--- src/rtl/dcv_pkg.sv ---
// Shared types, codes and calendar functions of the date and day number converter.
`timescale 1ns / 1ps

package dcv_pkg;

    localparam logic [1:0] CMD_DATE_TO_NUM = 2'd0;
    localparam logic [1:0] CMD_NUM_TO_DATE = 2'd1;
    localparam logic [1:0] CMD_DATE_ADD    = 2'd2;

    localparam logic [1:0] STATUS_OK       = 2'd0;
    localparam logic [1:0] STATUS_BAD_DATE = 2'd1;
    localparam logic [1:0] STATUS_RANGE    = 2'd2;

    localparam logic [8:0] DAYS_COMMON = 9'd365;
    localparam logic [8:0] DAYS_LEAP   = 9'd366;
    localparam logic [8:0] CENTURY_1   = 9'd100;
    localparam logic [8:0] CENTURY_2   = 9'd200;
    localparam logic [4:0] FEB_LEAP    = 5'd29;
    localparam logic [4:0] FEB_COMMON  = 5'd28;
    localparam logic [4:0] MONTH_30    = 5'd30;
    localparam logic [4:0] MONTH_31    = 5'd31;

    localparam logic [15:0] RECIP_YEAR  = 16'd45934;
    localparam int          RECIP_SHIFT = 24;

    typedef struct packed {
        logic [1:0]  cmd;
        logic [7:0]  year;
        logic [3:0]  month;
        logic [4:0]  day;
        logic [17:0] value;
    } in_item_t;

    typedef struct packed {
        logic [16:0] num;
        logic [1:0]  status;
    } num_item_t;

    typedef struct packed {
        logic [7:0]  year;
        logic [8:0]  rem;
        logic        leap;
        logic [16:0] num;
        logic [1:0]  status;
    } year_item_t;

    typedef struct packed {
        logic [7:0]  year;
        logic [3:0]  month;
        logic [4:0]  day;
        logic [16:0] num;
        logic [1:0]  status;
    } out_item_t;

    function automatic logic leap_of(input logic [8:0] yoff);
        return (yoff[1:0] == 2'b00) && (yoff != CENTURY_1) && (yoff != CENTURY_2);
    endfunction

    function automatic logic [8:0] year_len(input logic leap);
        return leap ? DAYS_LEAP : DAYS_COMMON;
    endfunction

    function automatic logic [4:0] month_len(input logic leap, input logic [3:0] idx);
        logic [4:0] len;
        if (idx == 4'd1)
        begin
            len = leap ? FEB_LEAP : FEB_COMMON;
        end
        else if (idx inside {4'd3, 4'd5, 4'd8, 4'd10})
        begin
            len = MONTH_30;
        end
        else
        begin
            len = MONTH_31;
        end
        return len;
    endfunction

    function automatic logic [8:0] cum_days(input logic leap, input logic [3:0] idx);
        logic [8:0] base;
        case (idx)
            4'd0:    base = 9'd0;
            4'd1:    base = 9'd31;
            4'd2:    base = 9'd59;
            4'd3:    base = 9'd90;
            4'd4:    base = 9'd120;
            4'd5:    base = 9'd151;
            4'd6:    base = 9'd181;
            4'd7:    base = 9'd212;
            4'd8:    base = 9'd243;
            4'd9:    base = 9'd273;
            4'd10:   base = 9'd304;
            4'd11:   base = 9'd334;
            default: base = 9'd0;
        endcase
        return base + 9'((leap && (idx >= 4'd2)) ? 1 : 0);
    endfunction

    // Days from the start of year offset 0 to the start of year offset yoff.
    function automatic logic [16:0] days_before(input logic [8:0] yoff);
        logic [17:0] prod;
        logic [6:0]  quads;
        logic [1:0]  cents;
        logic [17:0] total;
        prod  = 18'(yoff) * 18'(DAYS_COMMON);
        quads = 7'((10'(yoff) + 10'd3) >> 2);
        if (yoff == 9'd0)
        begin
            cents = 2'd0;
        end
        else if (yoff <= CENTURY_1)
        begin
            cents = 2'd1;
        end
        else if (yoff <= CENTURY_2)
        begin
            cents = 2'd2;
        end
        else
        begin
            cents = 2'd3;
        end
        total = prod + 18'(quads) - 18'(cents) + 18'((yoff != 9'd0) ? 1 : 0);
        return total[16:0];
    endfunction

endpackage

--- src/rtl/date_day_number_converter.sv ---
// Top level of the Gregorian date and day number converter.
`timescale 1ns / 1ps

// Each transfer on the slave side gives exactly one transfer on the master side. The block
// is a seven-stage pipeline and takes a new transfer in every cycle; one shared advance
// signal moves all stages at once, so while the output register holds an untaken result
// the whole pipeline and s_tready stop. The depth is set by the year split: one stage
// multiplies by a reciprocal of the year length, one looks up the start of the estimated
// year and one corrects it. Valid years are offsets 0 to YEAR_SPAN-1; errors are reported
// in m_tuser with zero data.

module date_day_number_converter #(
    parameter int YEAR_SPAN = 256
) (
    input  logic        clk,
    input  logic        rst_n,
    input  logic        s_tvalid,
    output logic        s_tready,
    // year_offset[7:0], month_in[11:8], day_in[16:12], day_value[34:17], zeros above.
    input  logic [39:0] s_tdata,
    // cmd[1:0].
    input  logic [1:0]  s_tuser,
    output logic        m_tvalid,
    input  logic        m_tready,
    // year_out[7:0], month_out[11:8], day_out[16:12], day_number[33:17], zeros above.
    output logic [39:0] m_tdata,
    // status[1:0].
    output logic [1:0]  m_tuser
);

    localparam logic [16:0] MAX_DAY = 17'(dcv_pkg::days_before(9'(YEAR_SPAN)) - 17'd1);

    logic                advance;
    dcv_pkg::in_item_t   in_item;
    logic                front_valid;
    dcv_pkg::num_item_t  front_item;
    logic                year_valid;
    dcv_pkg::year_item_t year_item;
    dcv_pkg::out_item_t  out_item;

    assign advance  = !m_tvalid || m_tready;
    assign s_tready = advance;

    assign in_item.cmd   = s_tuser;
    assign in_item.year  = s_tdata[7:0];
    assign in_item.month = s_tdata[11:8];
    assign in_item.day   = s_tdata[16:12];
    assign in_item.value = s_tdata[34:17];

    dcv_front #(
        .YEAR_SPAN (YEAR_SPAN)
    ) u_front (
        .clk       (clk),
        .rst_n     (rst_n),
        .advance   (advance),
        .in_valid  (s_tvalid),
        .in_item   (in_item),
        .out_valid (front_valid),
        .out_item  (front_item)
    );

    dcv_year u_year (
        .clk       (clk),
        .rst_n     (rst_n),
        .advance   (advance),
        .in_valid  (front_valid),
        .in_item   (front_item),
        .out_valid (year_valid),
        .out_item  (year_item)
    );

    dcv_month u_month (
        .clk       (clk),
        .rst_n     (rst_n),
        .advance   (advance),
        .in_valid  (year_valid),
        .in_item   (year_item),
        .out_valid (m_tvalid),
        .out_item  (out_item)
    );

    assign m_tdata = {6'd0, out_item.num, out_item.day, out_item.month, out_item.year};
    assign m_tuser = out_item.status;

`ifndef NO_ASSERTIONS
    a_ok_month_day: assert property (@(posedge clk) disable iff (!rst_n)
        (m_tvalid && (m_tuser == dcv_pkg::STATUS_OK)) |->
        ((out_item.month >= 4'd1) && (out_item.month <= 4'd12) && (out_item.day != 5'd0)))
        else $error("Successful result has a month or day out of range.");

    a_err_zero: assert property (@(posedge clk) disable iff (!rst_n)
        (m_tvalid && (m_tuser != dcv_pkg::STATUS_OK)) |-> (m_tdata == 40'd0))
        else $error("Failed result carries nonzero data.");

    a_ok_span: assert property (@(posedge clk) disable iff (!rst_n)
        (m_tvalid && (m_tuser == dcv_pkg::STATUS_OK)) |->
        ((out_item.num <= MAX_DAY) && ({1'b0, out_item.year} < 9'(YEAR_SPAN))))
        else $error("Successful result lies outside the valid year span.");
`endif

endmodule

--- src/rtl/dcv_front.sv ---
// Input checks and date to day number stages of the converter.
`timescale 1ns / 1ps

module dcv_front #(
    parameter int YEAR_SPAN = 256
) (
    input  logic               clk,
    input  logic               rst_n,
    input  logic               advance,
    input  logic               in_valid,
    input  dcv_pkg::in_item_t  in_item,
    output logic               out_valid,
    output dcv_pkg::num_item_t out_item
);

    localparam logic [16:0] MAX_DAY = 17'(dcv_pkg::days_before(9'(YEAR_SPAN)) - 17'd1);

    logic        a_valid_reg;
    logic [1:0]  a_cmd_reg;
    logic [1:0]  a_status_reg;
    logic [16:0] a_db_reg;
    logic [8:0]  a_cum_reg;
    logic [4:0]  a_day_reg;
    logic [17:0] a_val_reg;

    logic        b_valid_reg;
    logic [16:0] b_num_reg;
    logic [1:0]  b_status_reg;

    logic [8:0]  year9;
    logic        leap_a;
    logic        month_ok;
    logic [3:0]  midx;
    logic        date_ok;
    logic [1:0]  a_status_next;

    logic [16:0]        base;
    logic signed [18:0] base_s;
    logic signed [18:0] val_s;
    logic signed [18:0] target_s;
    logic               range_bad;
    logic [1:0]         b_status_next;

    always_comb
    begin
        year9    = {1'b0, in_item.year};
        leap_a   = dcv_pkg::leap_of(year9);
        month_ok = (in_item.month >= 4'd1) && (in_item.month <= 4'd12);
        midx     = month_ok ? (in_item.month - 4'd1) : 4'd0;
        date_ok  = (year9 < 9'(YEAR_SPAN)) && month_ok && (in_item.day != 5'd0)
                   && (in_item.day <= dcv_pkg::month_len(leap_a, midx));
        case (in_item.cmd)
            dcv_pkg::CMD_NUM_TO_DATE: a_status_next = dcv_pkg::STATUS_OK;
            dcv_pkg::CMD_DATE_TO_NUM,
            dcv_pkg::CMD_DATE_ADD:
                a_status_next = date_ok ? dcv_pkg::STATUS_OK : dcv_pkg::STATUS_BAD_DATE;
            default:                  a_status_next = dcv_pkg::STATUS_BAD_DATE;
        endcase
    end

    always_comb
    begin
        base   = a_db_reg + 17'(a_cum_reg) + 17'(a_day_reg) - 17'd1;
        base_s = $signed({2'b00, base});
        val_s  = $signed({a_val_reg[17], a_val_reg});
        case (a_cmd_reg)
            dcv_pkg::CMD_NUM_TO_DATE: target_s = val_s;
            dcv_pkg::CMD_DATE_ADD:    target_s = base_s + val_s;
            default:                  target_s = base_s;
        endcase
        range_bad = target_s[18] || (target_s[17:0] > {1'b0, MAX_DAY});
        if (a_status_reg != dcv_pkg::STATUS_OK)
        begin
            b_status_next = a_status_reg;
        end
        else if (range_bad)
        begin
            b_status_next = dcv_pkg::STATUS_RANGE;
        end
        else
        begin
            b_status_next = dcv_pkg::STATUS_OK;
        end
    end

    always_ff @(posedge clk or negedge rst_n)
    begin
        if (!rst_n)
        begin
            a_valid_reg <= 1'b0;
            b_valid_reg <= 1'b0;
        end
        else if (advance)
        begin
            a_valid_reg <= in_valid;
            b_valid_reg <= a_valid_reg;
        end
    end

    always_ff @(posedge clk)
    begin
        if (advance)
        begin
            a_cmd_reg    <= in_item.cmd;
            a_status_reg <= a_status_next;
            a_db_reg     <= dcv_pkg::days_before(year9);
            a_cum_reg    <= dcv_pkg::cum_days(leap_a, midx);
            a_day_reg    <= in_item.day;
            a_val_reg    <= in_item.value;
            b_num_reg    <= target_s[16:0];
            b_status_reg <= b_status_next;
        end
    end

    assign out_valid       = b_valid_reg;
    assign out_item.num    = b_num_reg;
    assign out_item.status = b_status_reg;

endmodule

--- src/rtl/dcv_year.sv ---
// Year split stages: estimate, check and correct the year of a day number.
`timescale 1ns / 1ps

module dcv_year (
    input  logic                clk,
    input  logic                rst_n,
    input  logic                advance,
    input  logic                in_valid,
    input  dcv_pkg::num_item_t  in_item,
    output logic                out_valid,
    output dcv_pkg::year_item_t out_item
);

    logic        c_valid_reg;
    logic [8:0]  c_ye_reg;
    logic [16:0] c_num_reg;
    logic [1:0]  c_status_reg;

    logic        d_valid_reg;
    logic [8:0]  d_ye_reg;
    logic [16:0] d_db0_reg;
    logic        d_leap_prev_reg;
    logic        d_leap_cur_reg;
    logic        d_leap_next_reg;
    logic [16:0] d_num_reg;
    logic [1:0]  d_status_reg;

    logic        e_valid_reg;
    logic [7:0]  e_year_reg;
    logic [8:0]  e_rem_reg;
    logic        e_leap_reg;
    logic [16:0] e_num_reg;
    logic [1:0]  e_status_reg;

    logic [32:0]        prod;
    logic signed [17:0] diff;
    logic [17:0]        rem_wide;
    logic [8:0]         year_next;
    logic               leap_next;

    assign prod = 33'(in_item.num) * 33'(dcv_pkg::RECIP_YEAR);

    // The estimate is within one year of the true year, so one step corrects it.
    always_comb
    begin
        diff = $signed({1'b0, d_num_reg}) - $signed({1'b0, d_db0_reg});
        if (diff[17])
        begin
            year_next = d_ye_reg - 9'd1;
            leap_next = d_leap_prev_reg;
            rem_wide  = 18'(diff) + 18'(dcv_pkg::year_len(d_leap_prev_reg));
        end
        else if (18'(diff) >= 18'(dcv_pkg::year_len(d_leap_cur_reg)))
        begin
            year_next = d_ye_reg + 9'd1;
            leap_next = d_leap_next_reg;
            rem_wide  = 18'(diff) - 18'(dcv_pkg::year_len(d_leap_cur_reg));
        end
        else
        begin
            year_next = d_ye_reg;
            leap_next = d_leap_cur_reg;
            rem_wide  = 18'(diff);
        end
    end

    always_ff @(posedge clk or negedge rst_n)
    begin
        if (!rst_n)
        begin
            c_valid_reg <= 1'b0;
            d_valid_reg <= 1'b0;
            e_valid_reg <= 1'b0;
        end
        else if (advance)
        begin
            c_valid_reg <= in_valid;
            d_valid_reg <= c_valid_reg;
            e_valid_reg <= d_valid_reg;
        end
    end

    always_ff @(posedge clk)
    begin
        if (advance)
        begin
            c_ye_reg        <= prod[dcv_pkg::RECIP_SHIFT +: 9];
            c_num_reg       <= in_item.num;
            c_status_reg    <= in_item.status;
            d_ye_reg        <= c_ye_reg;
            d_db0_reg       <= dcv_pkg::days_before(c_ye_reg);
            d_leap_prev_reg <= dcv_pkg::leap_of(c_ye_reg - 9'd1);
            d_leap_cur_reg  <= dcv_pkg::leap_of(c_ye_reg);
            d_leap_next_reg <= dcv_pkg::leap_of(c_ye_reg + 9'd1);
            d_num_reg       <= c_num_reg;
            d_status_reg    <= c_status_reg;
            e_year_reg      <= year_next[7:0];
            e_rem_reg       <= rem_wide[8:0];
            e_leap_reg      <= leap_next;
            e_num_reg       <= d_num_reg;
            e_status_reg    <= d_status_reg;
        end
    end

    assign out_valid       = e_valid_reg;
    assign out_item.year   = e_year_reg;
    assign out_item.rem    = e_rem_reg;
    assign out_item.leap   = e_leap_reg;
    assign out_item.num    = e_num_reg;
    assign out_item.status = e_status_reg;

endmodule

--- src/rtl/dcv_month.sv ---
// Month and day split stages, ending in the output register of the converter.
`timescale 1ns / 1ps

module dcv_month (
    input  logic                clk,
    input  logic                rst_n,
    input  logic                advance,
    input  logic                in_valid,
    input  dcv_pkg::year_item_t in_item,
    output logic                out_valid,
    output dcv_pkg::out_item_t  out_item
);

    logic        f_valid_reg;
    logic [3:0]  f_midx_reg;
    logic [8:0]  f_rem_reg;
    logic        f_leap_reg;
    logic [7:0]  f_year_reg;
    logic [16:0] f_num_reg;
    logic [1:0]  f_status_reg;

    logic               g_valid_reg;
    dcv_pkg::out_item_t g_item_reg;

    logic [3:0]         midx_next;
    logic [8:0]         day_wide;
    dcv_pkg::out_item_t g_item_next;

    always_comb
    begin
        midx_next = 4'd0;
        for (int k = 1; k < 12; k++)
        begin
            midx_next = midx_next
                        + 4'((in_item.rem >= dcv_pkg::cum_days(in_item.leap, 4'(k))) ? 1 : 0);
        end
    end

    always_comb
    begin
        day_wide = f_rem_reg - dcv_pkg::cum_days(f_leap_reg, f_midx_reg) + 9'd1;
        if (f_status_reg == dcv_pkg::STATUS_OK)
        begin
            g_item_next.year  = f_year_reg;
            g_item_next.month = f_midx_reg + 4'd1;
            g_item_next.day   = day_wide[4:0];
            g_item_next.num   = f_num_reg;
        end
        else
        begin
            g_item_next.year  = 8'd0;
            g_item_next.month = 4'd0;
            g_item_next.day   = 5'd0;
            g_item_next.num   = 17'd0;
        end
        g_item_next.status = f_status_reg;
    end

    always_ff @(posedge clk or negedge rst_n)
    begin
        if (!rst_n)
        begin
            f_valid_reg <= 1'b0;
            g_valid_reg <= 1'b0;
        end
        else if (advance)
        begin
            f_valid_reg <= in_valid;
            g_valid_reg <= f_valid_reg;
        end
    end

    always_ff @(posedge clk)
    begin
        if (advance)
        begin
            f_midx_reg   <= midx_next;
            f_rem_reg    <= in_item.rem;
            f_leap_reg   <= in_item.leap;
            f_year_reg   <= in_item.year;
            f_num_reg    <= in_item.num;
            f_status_reg <= in_item.status;
            g_item_reg   <= g_item_next;
        end
    end

    assign out_valid = g_valid_reg;
    assign out_item  = g_item_reg;

endmodule

--- config.mk ---
export PLATFORM = sky130hd
export DESIGN_NAME = date_day_number_converter
export DESIGN_NICKNAME = d
export VERILOG_FILES = /design/src/rtl/dcv_pkg.sv /design/src/rtl/date_day_number_converter.sv /design/src/rtl/dcv_front.sv /design/src/rtl/dcv_year.sv /design/src/rtl/dcv_month.sv
export SDC_FILE = /design/constraint.sdc
export NUM_CORES = 1
export LEC_CHECK = 0
export BUFFER_PORTS_ARGS = -buffer_cell sky130_fd_sc_hd__buf_2
export CORE_ASPECT_RATIO = 0.9
export CORE_MARGIN = 2
export CORE_UTILIZATION = 45
export DETAILED_ROUTE_END_ITERATION = 6
export GPL_TIMING_DRIVEN = 0
export PLACE_DENSITY = 0.68
export SYNTH_ARGS = -nofsm -noshare
export SYNTH_HDL_FRONTEND = slang
export SYNTH_SLANG_ARGS = --single-unit
--- constraint.sdc ---
create_clock -name clk -period 41.3 [get_ports clk]
set_input_delay 12.39 -clock clk [delete_from_list [all_inputs] [get_ports clk]]
set_output_delay 12.39 -clock clk [all_outputs]
set_load 0.02 [all_outputs]
== After elaboration in Yosys (flattened, before gate mapping) ==
Memories as Yosys holds them, arrays and structs flattened. A register that Yosys moved wholly into a read port is not among the register bits.
Cells that the tools add are included.
Widths: inputs -> output; s select.

* Bits in registers: 264
* Output and inout bits: 44
* Logic and storage cells: 203
* Bits in read-only memories: 288
* Input port bits: 46
* Memories kept: 2

{| class="wikitable"
|+ Memory list
! memory !! words !! width !! read ports !! clocked after memory_dff !! write ports !! RTL line !! text
|-
| (name not given) || 16 || 9 || 1 || 0 || 0 || dcv_pkg.sv:82 || <nowiki>case (idx)</nowiki>
|-
| (name not given) || 16 || 9 || 1 || 1 || 0 || dcv_pkg.sv:82 ||
|}

* Multiplexer cells: 43
* $mul: 3
* Equal/unequal tests: 17
* $add $sub $neg: 45
* Reductions and logical operators: 30
* $lt $le $gt $ge: 22

{| class="wikitable"
|+ Operators by type and width
! operator !! count
|-
| $ge 9x9->1 || 7
|-
| $add 4x4->4 || 10
|-
| $pmux 19 s2 || 1
|-
| $add 8x9->9 const A || 4
|-
| $add 17x17->17 || 2
|-
| $add 17x7->17 || 2
|-
| $sub 17x2->17 || 2
|-
| $mul 17x15->32 const B || 1
|-
| $add 9x9->9 const A || 3
|-
| $mux 9 || 3
|-
| $ne 9x7->1 const B || 3
|-
| $ne 9x8->1 const B || 3
|-
| $mux 1 || 23
|-
| $mux 2 || 11
|-
| $add 18x18->19 || 1
|-
| $add 9x9->9 || 2
|-
| $ge 18x9->1 || 1
|-
| $ge 9x8->1 || 2
|-
| $gt 18x17->1 const B || 1
|-
| $logic_not 9->1 || 2
|-
| $reduce_bool 9->1 || 2
|-
| $sub 17x17->18 || 1
|-
| $add 17x5->17 || 1
|-
| $add 17x9->17 || 1
|-
| other kinds (46) || 71
|}

== Depth between registers and ports, before layout ==
* Depth in word-level cells: 15
* Mapped depth: 28

== By module ==
A second synthesis with hierarchy kept.

* Cell total of the unflattened synthesis: 2199
* Area, all modules: 24134.4 um^2

{| class="wikitable"
|+ Modules (own cells, without submodules)
! module !! times used !! area each (um^2) !! seq. area each (um^2) !! cells each
|-
| dcv_year || 1 || 12786.0 || 3438.3 || 1143
|-
| dcv_front || 1 || 7602.3 || 2182.1 || 784
|-
| dcv_month || 1 || 3691.0 || 2342.2 || 264
|-
| date_day_number_converter || 1 || 55.1 || 0.0 || 8
|}

== Least setup slack after synthesis ==
Ideal clock, no wire load.

* Path type: input to output
* Start point: in m_tready
* End point: out s_tready
* Required time: 28.910 ns
* Arrival: 19.863 ns
* Buffers on the path: 1
* Stages on the path: 2
* Setup slack: 9.047 ns
* Cell sequence: nand2b_1 -> buf_1

* Longest elaborated chain between the ends: 1

{| class="wikitable"
|+ Ends and longest elaborated chain
! item !! RTL line !! text
|-
| start: declaration || date_day_number_converter.sv:24 || <nowiki>input logic m_tready,</nowiki>
|-
| $logic_or 1x1->1 || date_day_number_converter.sv:41 || <nowiki>assign advance = !m_tvalid || m_tready;</nowiki>
|-
| end: declaration || date_day_number_converter.sv:18 || <nowiki>output logic s_tready,</nowiki>
|}

Every way passes these cells.

== Worst setup path after layout ==
Same ends and word-level chain as after synthesis.

==> metrics.md <==
| Metric | Value |
|---|---|
| Count leader, synth | `inv_1` |
| Drt drc | `1` |
| Die Y-Extent | `223.2 microns` |
| Fmax | `37.31 MHz` |
| CP Launch Type | `primary input` |
| Largest cells by area after synthesis | `edfxtp_1, ha_1, fa_1` |
| IO buf count | `78` |
| Yosys top cell area share | `31.99%` |
| Hold path startpoint | `u_year.e_num_reg[14]` |
| Failing checks | `DRC` |
| Clk buf depth | `3` |
| Reg clk slew, reported paths | `0.07 ns` |
| Clk_lat worst skew | `0.57 ns` |
| Status | `finished with violations` |
| Seq. cell area | `0.007963 sq mm` |
| FFs w/ async S/R, synth | `2.612%` |
| Max Cap Viol | `0` |
| IO Count | `90` |
| Max reg flops | `36` |
| Syn avg cell area | `11.02 sq um` |
| WS Path Type | `primary input to primary output` |
| Post-CTS setup buffer count | `0` |
| Hold Path Class | `flip-flop to flip-flop` |
| Netlist cell types | `80` |
| Die footprint | `0.05528 sq mm` |
| CTS root buffer | `clkbuf_16` |
| # fillers | `4749` |
| Multi-input logic area | `0.01432 sq mm` |
| Max Slew Vio Count | `0` |
| Dominant cell type by area after synthesis | `edfxtp_1` |
| Min-Delay Endpoint | `u_month.f_num_reg[14]` |
| Nets | `2915` |
| Initial antenna violation count | `1` |
| Number of cell rows | `80` |
| Total congestion overflow | `0` |
| Data arrival, critical path | `14.41 ns` |
| Setup TNS | `0 ns` |
| CP endpoint kind | `primary output` |
| CP Data Required Time | `28.91 ns` |
| Mapped Cells | `2181` |
| Hold Path Stages | `0` |
| Die extent in x | `247.6 microns` |
| Gr usage total | `17.72%` |
| Yosys reg bits | `268` |
| Crit-path max FO | `42` |
| Reg-to-reg endpoint | `u_year.c_ye_reg[8]` |
| Vias per cell | `5.231` |
| Actual slew at the worst max-slew pin | `0.6823 ns` |
| Clock period minus worst slack | `26.80 ns` |
| Post-CTS resize count | `0` |
| Synth Flop Type | `edfxtp_1` |
| Clock skew | `0.01665 ns` |
| Number of routed nets with antenna violations | `0` |
| Starting density of the core | `45.48%` |
| Hold buffer count at cts | `0` |
| CTS Buf Count | `28` |
| Period utilisation layout | `64.90%` |
| Layout cells sized above 1 | `7.407%` |
| Number of flops mapped to enable cells by yosys | `256` |
| R2R Path Start | `u_front.b_num_reg[10]` |
| Final HPWL DP | `39030 microns` |
| Area Growth Syn to Fin | `9.850%` |
| Core region area | `0.05285 sq mm` |
| Via Count | `15792` |
| Synthesized cell area | `0.02403 sq mm` |
| Most frequent cells after synthesis | `inv_1, ha_1, edfxtp_1` |
| Hold Violations, Final | `0` |
| RSZ-0062 raised after global routing | `false` |
| Slew HR | `53.22%` |
| Pin count of the biggest net entering global routing | `46` |
| Pre-antenna DRT Iters | `7` |
| CTS tree | `yes` |
| Sequential element share of the synthesized area | `33.13%` |
| FF-to-FF setup slack | `34.54 ns` |
| Number of diodes | `0` |
| TritonCTS Sinks | `268` |
| Wire per inst | `15.77 microns` |
| H-Tree Depth | `1` |
| Vias in the first global route | `16119` |
| Synth warn | `0` |
| Initial DRC Count | `872` |
| Final Setup Violations | `0` |
| Routed wire length | `47600 microns` |
| First-pass GRT wire length | `79450 microns` |
| Routability Congestion | `0.9030` |
| Worst R2R Path Depth | `21` |
==> worst max-delay path, cell delays in order <==
cell      delay (ns)
buf_2           0.07
nand2b_1        0.21
buf_2           0.62
buf_12          0.31
buf_12          0.25
buf_12          0.26
buf_2           0.21
==> worst max-delay path by stage <==
stage	slack, ns	to	startpoint	cells after the start
global placement	5.36	s_tready	m_tready	4
detailed placement	14.47	s_tready	m_tready	7
global route	14.31	s_tready	m_tready	7
floorplan	9.05	s_tready	m_tready	2
finish	14.50	s_tready	m_tready	7
CTS	14.46	s_tready	m_tready	7
==> metrics by stage <==
step | worst slack, ns | instance area, sq um | cells | hold slack, ns | util [%]
after global placement | 5.363 | 25320 | 2961 | 0.4021 | 47.90
after floorplan | 9.047 | 24050 | 2186 | 0.4003 | -
after global routing | 14.31 | 26400 | 3019 | 0.4248 | 49.96
after CTS | 14.46 | 26400 | 3019 | 0.4062 | 49.96
final | 14.50 | 26400 | 3019 | 0.4083 | 49.96
after detailed placement | 14.47 | 25440 | 2967 | 0.4045 | 48.13
==> layer usage <==
layer	vias up	global-route usage, %	share of wire, %
met5	-	0	0.036
met4	2	5.254	3.1
met3	85	2.502	4.6
met2	352	29.41	48
met1	7639	24.12	45
li1	7714	-	-
==> layout make-up <==
cell class	instances	area share (%)
clock inverters	22	0.9715
multi-input cells	1457	54.25
repair buffers	84	1.934
plain buffers	35	0.6398
inverters	426	6.057
clock buffers	30	2.682
well taps	697	3.303
flip-flops and latches	268	30.16
==> cells by family after synthesis <==
group	Yosys count	share of synthesized area, %
other	1	0.01560
flip-flops	268	33.13
AO/OA/AOI/OAI	371	10.33
AND/OR/NAND/NOR	367	7.918
XOR/XNOR	124	4.519
buffers and inverters	461	7.351
adder cells (fa/ha/maj)	569	35.84
multiplexers	20	0.9006
==> layout by cell type (no fill, tap or decap), types with 12 or more instances in the layout <==
| cell type | instances |
|---|---|
| clkbuf_1 | 27 |
| clkbuf_16 | 28 |
| xor2_1 | 40 |
| nand3_1 | 26 |
| xnor2_1 | 84 |
| ha_1 | 370 |
| nor3_1 | 33 |
| buf_2 | 81 |
| nand2b_1 | 17 |
| a31oi_1 | 24 |
| and2_1 | 43 |
| o21ai_0 | 71 |
| inv_1 | 425 |
| edfxtp_1 | 256 |
| and3_1 | 14 |
| o21a_1 | 21 |
| nand2_1 | 76 |
| fa_1 | 199 |
| nand4_1 | 12 |
| a211oi_1 | 13 |
| o21bai_1 | 12 |
| a21o_1 | 29 |
| a21oi_1 | 89 |
| nor2_1 | 84 |
Power is left out: the tool's default activity adds up to more than one toggle a clock period on the data nets, which glitch-free logic cannot reach.
